<file path="config.mk">
export PLATFORM = sky130hd
export DESIGN_NAME = hbs_ctrl
export DESIGN_NICKNAME = d
export VERILOG_FILES = /design/src/sv/hbs_pkg.sv /design/src/sv/hbs_ctrl.sv
export SDC_FILE = /design/constraint.sdc
export NUM_CORES = 1
export LEC_CHECK = 0
export ABC_AREA = 0
export BUFFER_PORTS_ARGS = -buffer_cell sky130_fd_sc_hd__buf_4
export CAP_MARGIN = 0
export CORE_AREA = 2 2 39 41
export CTS_CLUSTER_DIAMETER = 60
export DETAILED_ROUTE_END_ITERATION = 8
export DIE_AREA = 0 0 41 43
export PLACE_DENSITY = 0.71
export SYNTH_ARGS = -nofsm -noshare
export SYNTH_HDL_FRONTEND = slang
export SYNTH_SLANG_ARGS = --single-unit
</file>
<file path="constraint.sdc">
create_clock -name clk -period 2.7 [get_ports clk]
set_clock_uncertainty 0.2 [all_clocks]
set_input_delay 0.81 -clock clk [delete_from_list [all_inputs] [get_ports clk]]
set_output_delay 0.81 -clock clk [all_outputs]
set_load 0.1 [all_outputs]
</file>
<file path="src/sv/hbs_pkg.sv">
// ---------------------------------------------------------------------------
// hbs_pkg
// Shared constants, codes and controller/datapath interface types for the
// height-field bilinear sampler.
// ---------------------------------------------------------------------------
package hbs_pkg;

	localparam int GRID_SIDE = 64;
	localparam int DEPTH     = GRID_SIDE * GRID_SIDE;
	localparam int ADDR_W    = $clog2(DEPTH);
	localparam int CELL_W    = $clog2(GRID_SIDE);

	localparam logic REQ_WRITE = 1'b0;
	localparam logic REQ_QUERY = 1'b1;

	localparam logic REG_GRID_POINTS = 1'b0;
	localparam logic REG_HALF_EXTENT = 1'b1;

	typedef struct packed {
		logic wr;
		logic cap;
		logic calc;
		logic rd_sel;
		logic row_top;
		logic row_bot;
		logic col;
		logic fin;
	} hbs_cmd_t;

	typedef struct packed {
		logic oor;
	} hbs_stat_t;

endpackage

</file>
<file path="src/sv/hbs_ctrl.sv">
// ---------------------------------------------------------------------------
// hbs_ctrl
// Sequencer for sample writes and height queries: steps the datapath through
// range check, two paired table reads, row and column blends, and output.
// ---------------------------------------------------------------------------
module hbs_ctrl (
	input  logic              clk,
	input  logic              arst_n,
	input  logic              start,
	input  logic              req_type,
	input  hbs_pkg::hbs_stat_t stat,
	output hbs_pkg::hbs_cmd_t  cmd,
	output logic              busy,
	output logic              done
);

	typedef enum logic [6:0] {
		ST_IDLE = 7'b0000001,
		ST_CALC = 7'b0000010,
		ST_RD0  = 7'b0000100,
		ST_RD1  = 7'b0001000,
		ST_ROW1 = 7'b0010000,
		ST_COL  = 7'b0100000,
		ST_FIN  = 7'b1000000
	} state_t;

	state_t state_q, state_d;
	logic   done_q;
	logic   accept;

	assign busy   = (state_q != ST_IDLE);
	assign done   = done_q;
	assign accept = start && (state_q == ST_IDLE);

	always_comb begin
		state_d     = state_q;
		cmd         = '0;
		cmd.wr      = accept && (req_type == hbs_pkg::REQ_WRITE);
		cmd.cap     = accept && (req_type == hbs_pkg::REQ_QUERY);
		case (state_q)
			ST_IDLE: begin
				if (cmd.cap)
					state_d = ST_CALC;
			end
			ST_CALC: begin
				cmd.calc = 1'b1;
				state_d  = stat.oor ? ST_FIN : ST_RD0;
			end
			ST_RD0: begin
				state_d = ST_RD1;
			end
			ST_RD1: begin
				cmd.rd_sel  = 1'b1;
				cmd.row_top = 1'b1;
				state_d     = ST_ROW1;
			end
			ST_ROW1: begin
				cmd.row_bot = 1'b1;
				state_d     = ST_COL;
			end
			ST_COL: begin
				cmd.col = 1'b1;
				state_d = ST_FIN;
			end
			ST_FIN: begin
				cmd.fin = 1'b1;
				state_d = ST_IDLE;
			end
			default: begin
				state_d = ST_IDLE;
			end
		endcase
	end

	always_ff @(posedge clk or negedge arst_n) begin
		if (!arst_n) begin
			state_q <= ST_IDLE;
			done_q  <= 1'b0;
		end else begin
			state_q <= state_d;
			done_q  <= cmd.fin;
		end
	end

endmodule

</file>
==> metrics.cfg, run 1 <==
[synthesis]
syn_nets = 48
synth.area.mux_share = 0
syn_avg_cell_area_um2 = 11.20
synth_edf_count = 0
synth_fa_ha_area_frac = 0
yosys_warnings = 0
async_reset_ff_frac = 1.000
ys_ff_latch = 8
netlist.area_leader.share = 0.3636
synth-compound-area-share = 0.06753
ys_seq_area_frac = 0.4182
yosys.area.top_type = dfrtp_1
synthTopCellsByArea = dfrtp_1 36%, nor4b_1 9.1%, nor3b_2 7.8%
synth_top_family_by_area = simple AND/OR/NAND/NOR gates
synthFlopType = dfrtp_1
synthCells = 43
synth_xor_area_frac = 0.03636
netlist_area_um2 = 481.7
ys_top_cells_by_count = 7 x dfrtp_1, 5 x nor4b_1, 3 x nor2_1, 3 x nor3_1, 3 x nor3b_2
ys_types = 23
yosysMostFrequentCell = dfrtp_1
synth-simple-area-share = 0.4078

[clock_tree]
clockBufferDepth = 2
clkTransAtPathRegs_ns = 0.06
clock_latency_ns = 0.26
cts_buffers = 3
cts_tree = done
cts_root_buf = clkbuf_4
cts.htree.levels = 1
clock_sinks = 8
postCtsHoldBufs = 0

[placement]
io_buffers = 14
place_hpwl_um = 795.7
gp_congestion = 0.7511
dp.cells = 77

[power_and_ir_drop]
irDropWorstVdd_uv = 582.0
leakagePower_nw = 0.3679
powerDensity_nw_per_um2 = 772.2
p_total_w = 0.0006870

[job]
cap_violations = 0

[grt]
antenna_found_initial = 0
grt_pass1_wl_mm = 1.876
grt_pass1_vias = 443
grt_max_degree = 9
grt_use_total = 0.1591
gr-total-overflow = 0

[timing]
fin_ws_ns = -0.1371
relSlewSlack = 0.7613
clock.fmax_mhz = 352.5
rsz0062_at_grt = yes
slew_viol_final = 0
setup_violations = 6
whs_ns = 0.1528
worst_pin_slew_ns = 0.3535
layout_min_cycle_time_ns = 2.837
fin_crit_sh = 1.051
hold_viol = 0

[worst_setup_path]
crit_arrival_ns = 1.83
startpoint_type = flop
critPathSlowestCell = or3_4
critPathLaunch = state_q[6]
cp_cell_sequence = or3_4, or3_4, nor3b_4, buf_12
critPathMaxFanout = 3
crit_buf_inv = 1
worstPathRequired_ns = 1.69
critPathKind = reg2out
end_kind = output pin
cp_top_family = simple AND/OR/NAND/NOR gates
r2r_start = state_q[4]
crit_top_cell = or3_4
critical-path-max-stage-delay_ns = 0.38

[floorplan]
fp.dieW_um = 41
start_util = 0.3481
design.core.area_um2 = 1384
num_io_pins = 15
die_h_um = 43
die_area_um2 = 1763
rows = 14

[cells_and_area]
layout.nets = 78
antennaDiodeCount = 0
area_growth_pct = 84.68
layoutNonFillerInstCount = 88
drive_gt1_frac = 0.6806

[detailed_routing]
dr.pass1.iters = 4
postRouteAntennaNets = 0
routed_via_density = 5.295
routedWlPerCell_um = 14.44
dr_total_vias = 466
drcViolationCount = 0
routed_wl_mm = 1.271
first_iter_violations = 4

[worst_hold_path]
worstHoldPathType = in2async

[status]
failed_checks = setup timing
outcome = finished with violations

[power breakdown]
group	internal [W]	switching, W	total [W]	leakage, nW
combinational	0.000182	0.000248	0.000431	0.245
clock	0.0000567	0.0000441	0.000101	0.0150
sequential	0.000138	0.0000173	0.000156	0.108
total	0.000377	0.000310	0.000687	0.368
[worst register-to-register path, stage by stage (launching register included)]
cell      delay [ns]
dfrtp_1         0.41
or4_4           0.60
buf_4           0.17
buf_4           0.13
o31ai_1         0.24
o211ai_1        0.13
[state kept, by name (all words and copies together) (netlist names)]
register and count:
state_q 7, done 1
[cell type report]
class	instances	area, um2
fillers	110	494.2
multi-input cells	31	340.3
repair buffers	29	301.5
flip-flops and latches	8	201.4
clock buffers	4	26.28
well taps	16	20.02
[cell families (layout without fill, tap and decap cells)]
family / count (synthesis) / after routing
buffers and inverters: 4 / 33
and+or+nand+nor: 25 / 25
xor gates and xnor gates: 2 / 2
AOI/OAI and AO/OA: 4 / 4
DFF: 8 / 8
[metrics by stage]
step           cell area, um2  worst slack, ns    util  TNS [ns]
2_1_floorplan           544.3          -0.8950       -    -4.484
3_3_place_gp            691.9          0.08184  0.5000         0
3_5_place_dp            691.9          0.08341  0.5000         0
4_1_cts                 807.0          -0.1253  0.5832   -0.6566
5_1_grt                 889.6          -0.2088  0.6429    -1.192
6_report                889.6          -0.1371  0.6429   -0.6830
[repair_timing]
item | 4_1_cts | 5_1_grt
gates resized for setup | 16 | 11
pin swaps | 4 | 4
setup endpoints to repair | 8 | 8
buffers inserted | 3 | 4
[per-layer routing]
| metal | vias to the layer above | part of all wire | global-route usage |
|---|---|---|---|
| met5 | - | 0 | 0 |
| met4 | 0 | 0.017 | 0.06000 |
| met3 | 4 | 0.050 | 0.05236 |
| met2 | 13 | 0.54 | 0.2500 |
| met1 | 221 | 0.39 | 0.1921 |
| li1 | 228 | - | - |
[worst paths after layout]
check | end | slack [ns] | cells after the start
min in group clk | state_q[3] | 0.41 | 2
setup / recovery | cmd[1] | -0.14 | 4
setup reg to reg | state_q[0] | 0.73 | 5
hold reg to reg | state_q[3] | 0.41 | 2
max in group asynchronous | state_q[0] | 1.93 | 1
hold / removal | state_q[2] | 0.15 | 1
[cell usage in the layout (no fill, tap or decap), drive strengths merged]
cell type / count
o31ai: 1
nor4b: 5
nand3b: 1
nand3: 1
or4: 1
o211ai: 1
dfrtp: 7
buf: 29
or3: 2
o311ai: 1
nor3: 3
xnor2: 2
dfstp: 1
clkbuf: 4
or2b: 1
nor2: 3
nand2: 2
nor3b: 4
a2111oi: 1
or4b: 2
Note: power is estimated with default switching activity, not from simulation.
==> run 2, diff against run 1 <==
==> constraint.sdc (replaced) <==
create_clock -name clk -period 2.78 [get_ports clk]
set_clock_uncertainty 0.2 [all_clocks]
set_input_delay 0.834 -clock clk [delete_from_list [all_inputs] [get_ports clk]]
set_output_delay 0.834 -clock clk [all_outputs]
set_load 0.1 [all_outputs]
==> run 2 against run 1 <==
Compared with the run above: the run still ends with setup timing left; register-to-register slack improved by 0.21 ns; clock-buffer cell count is the same; critical path depth unchanged; sequential cell count stayed put; sequential share of layout area grew 1.7 points; sequential power decreased by 4%; largest power group unchanged.
==> metrics.cfg, run 2 (synthesis results as in run 1) <==
[status]
outcome = finished with violations  ; unchanged
failed_checks = setup timing  ; unchanged

[placement]
io_buffers = 14  ; unchanged
gp_congestion = 0.7784  ; was 0.7511
place_hpwl_um = 759.7  ; was 795.7 um

[cells_and_area]
antennaDiodeCount = 0  ; unchanged
fin_util = 0.5986  ; was 0.6429
seqCellArea_um2 = 201.4  ; unchanged
fillers = 114  ; was 110
layout.nets = 76  ; was 78
area_growth_pct = 71.95  ; was 84.68%
final_common_cell = buf_4  ; unchanged
final_cell_mix = 20 x buf_4, 7 x dfrtp_1, 5 x buf_6  ; was 16 x buf_4, 9 x buf_6, 7 x dfrtp_1
regMostFlops = state_q  ; unchanged
drive_gt1_frac = 0.6714  ; was 0.6806
multi_input_area_um2 = 334.1  ; was 340.3 um2
largest_reg_flops = 7  ; unchanged

[clock_tree]
cts.htree.levels = 1  ; unchanged
cts_root_buf = clkbuf_4  ; unchanged
clock_latency_ns = 0.26  ; about the same
clock_sinks = 8  ; unchanged
cts_buffers = 3  ; unchanged
postCtsHoldBufs = 0  ; unchanged
cts_tree = done  ; unchanged
clkTransAtPathRegs_ns = 0.06  ; about the same
clockBufferDepth = 2  ; unchanged

[worst_setup_path]
critPathMaxFanout = 3  ; unchanged
end_kind = output pin  ; unchanged
worstPathRequired_ns = 1.75  ; was 1.69 ns
crit_top_cell = or3_4  ; unchanged
cp_cell_sequence = or3_4, or3_4, nor3b_2, buf_6  ; was or3_4, or3_4, nor3b_4, buf_12
startpoint_type = flop  ; unchanged
crit_arrival_ns = 1.83  ; about the same
critPathKind = reg2out  ; unchanged
critPathSlowestCell = or3_4  ; unchanged
critical-path-max-stage-delay_ns = 0.39  ; was 0.38 ns

[timing]
hold_viol = 0  ; unchanged
whs_ns = 0.1726  ; was 0.1528 ns
fin_crit_sh = 1.032
setup_violations = 5  ; was 6
rsz0062_at_grt = yes  ; unchanged
slew_viol_final = 0  ; unchanged
fin_ws_ns = -0.08773  ; was -0.1371 ns
clock.fmax_mhz = 348.7
relSlewSlack = 0.7341  ; was 0.7613
layout_min_cycle_time_ns = 2.868
worst_pin_slew_ns = 0.3888  ; was 0.3535 ns

[grt]
grt_pass1_wl_mm = 1.814  ; was 1.876 mm
antenna_found_initial = 0  ; unchanged
grt_max_degree = 9  ; unchanged
grt_pass1_vias = 418  ; was 443
grt_use_total = 0.1587  ; was 0.1591
gr-total-overflow = 0  ; unchanged

[detailed_routing]
drcViolationCount = 0  ; unchanged
dr_total_vias = 445  ; was 466
routed_via_density = 5.174  ; was 5.295
routedWlPerCell_um = 13.74  ; was 14.44 um
first_iter_violations = 2  ; was 4
routed_wl_mm = 1.182  ; was 1.271 mm
dr.pass1.iters = 4  ; unchanged
postRouteAntennaNets = 0  ; unchanged

[power_and_ir_drop]
powerDensity_nw_per_um2 = 788.9  ; was 772.2 nW/um2
irDropWorstVdd_uv = 573.7  ; was 582.0 uV
leakagePower_nw = 0.3499  ; was 0.3679 nW

[floorplan]
num_io_pins = 15  ; unchanged
die_h_um = 43  ; unchanged
fp.dieW_um = 41  ; unchanged
design.core.area_um2 = 1384  ; unchanged
rows = 14  ; unchanged
start_util = 0.3481  ; unchanged
die_area_um2 = 1763  ; unchanged

[job]
cap_violations = 0  ; unchanged

[worst_hold_path]
worstHoldPathType = in2async  ; unchanged

## run 2: area by class of cell
| cell class | instances | area share |
|---|---|---|
| sequential | 8 | 0.2432 |
| tap | 16 | 0.02417 |
| timing repair buffer | 27 | 0.2976 |
| multi-input combinational | 31 | 0.4033 |
| clock buffer | 4 | 0.03172 |
## run 2: critical path, delay by kind of cell (launching register included)
kind / cells / cell delay [ns]
flops: 1 / 0.37
buf+inv: 1 / 0.25
simple gates: 3 / 0.95
## run 2: path summary, 6_finish.rpt
kind	endpoint	from	depth (start not counted)	slack, ns
max in group asynchronous	state_q[0]	arst_n	1	1.98
setup reg to reg	state_q[0]	state_q[0]	4	0.94
setup / recovery	cmd[2]	state_q[6]	4	-0.09
min in group clk	state_q[3]	state_q[3]	2	0.39
hold / removal	done	arst_n	1	0.17
hold reg to reg	state_q[3]	state_q[3]	2	0.39
## run 2: routing by layer
layer / vias up / wire, um / GRT usage / part of all wire
li1: 218 / - / - / -
met1: 211 / 439 / 0.1842 / 0.37
met2: 14 / 653 / 0.2281 / 0.55
met3: 2 / 81 / 0.09948 / 0.069
met4: 0 / 8 / 0.06000 / 0.0068
met5: - / 0 / 0 / 0
## run 2: through the flow
step	power, W	TNS [ns]	worst slack [ns]	instance area, um2	std cells
global placement	0.0004644	0	0.1453	691.9	77
finish	0.0006534	-0.3635	-0.08773	828.3	86
detailed placement	0.0004668	0	0.1311	691.9	77
CTS	0.0006114	-0.2494	-0.08531	790.8	84
global route	0.0006883	-0.7394	-0.1375	828.3	86
floorplan	0.0004073	-4.092	-0.8390	544.3	43
## run 2: where the power goes
part | internal (W) | leakage, nW | switching (W)
Combinational | 0.000169 | 0.227 | 0.000237
Clock | 0.0000551 | 0.0150 | 0.0000424
Sequential | 0.000134 | 0.108 | 0.0000153
## run 2: timing repair
item	in CTS	in global routing
gates cloned	0	0
resized for setup	12	4
setup endpoints to repair	8	8
pin swaps	4	2
endpoints found under the hold margin	0	0
setup buffers	3	2
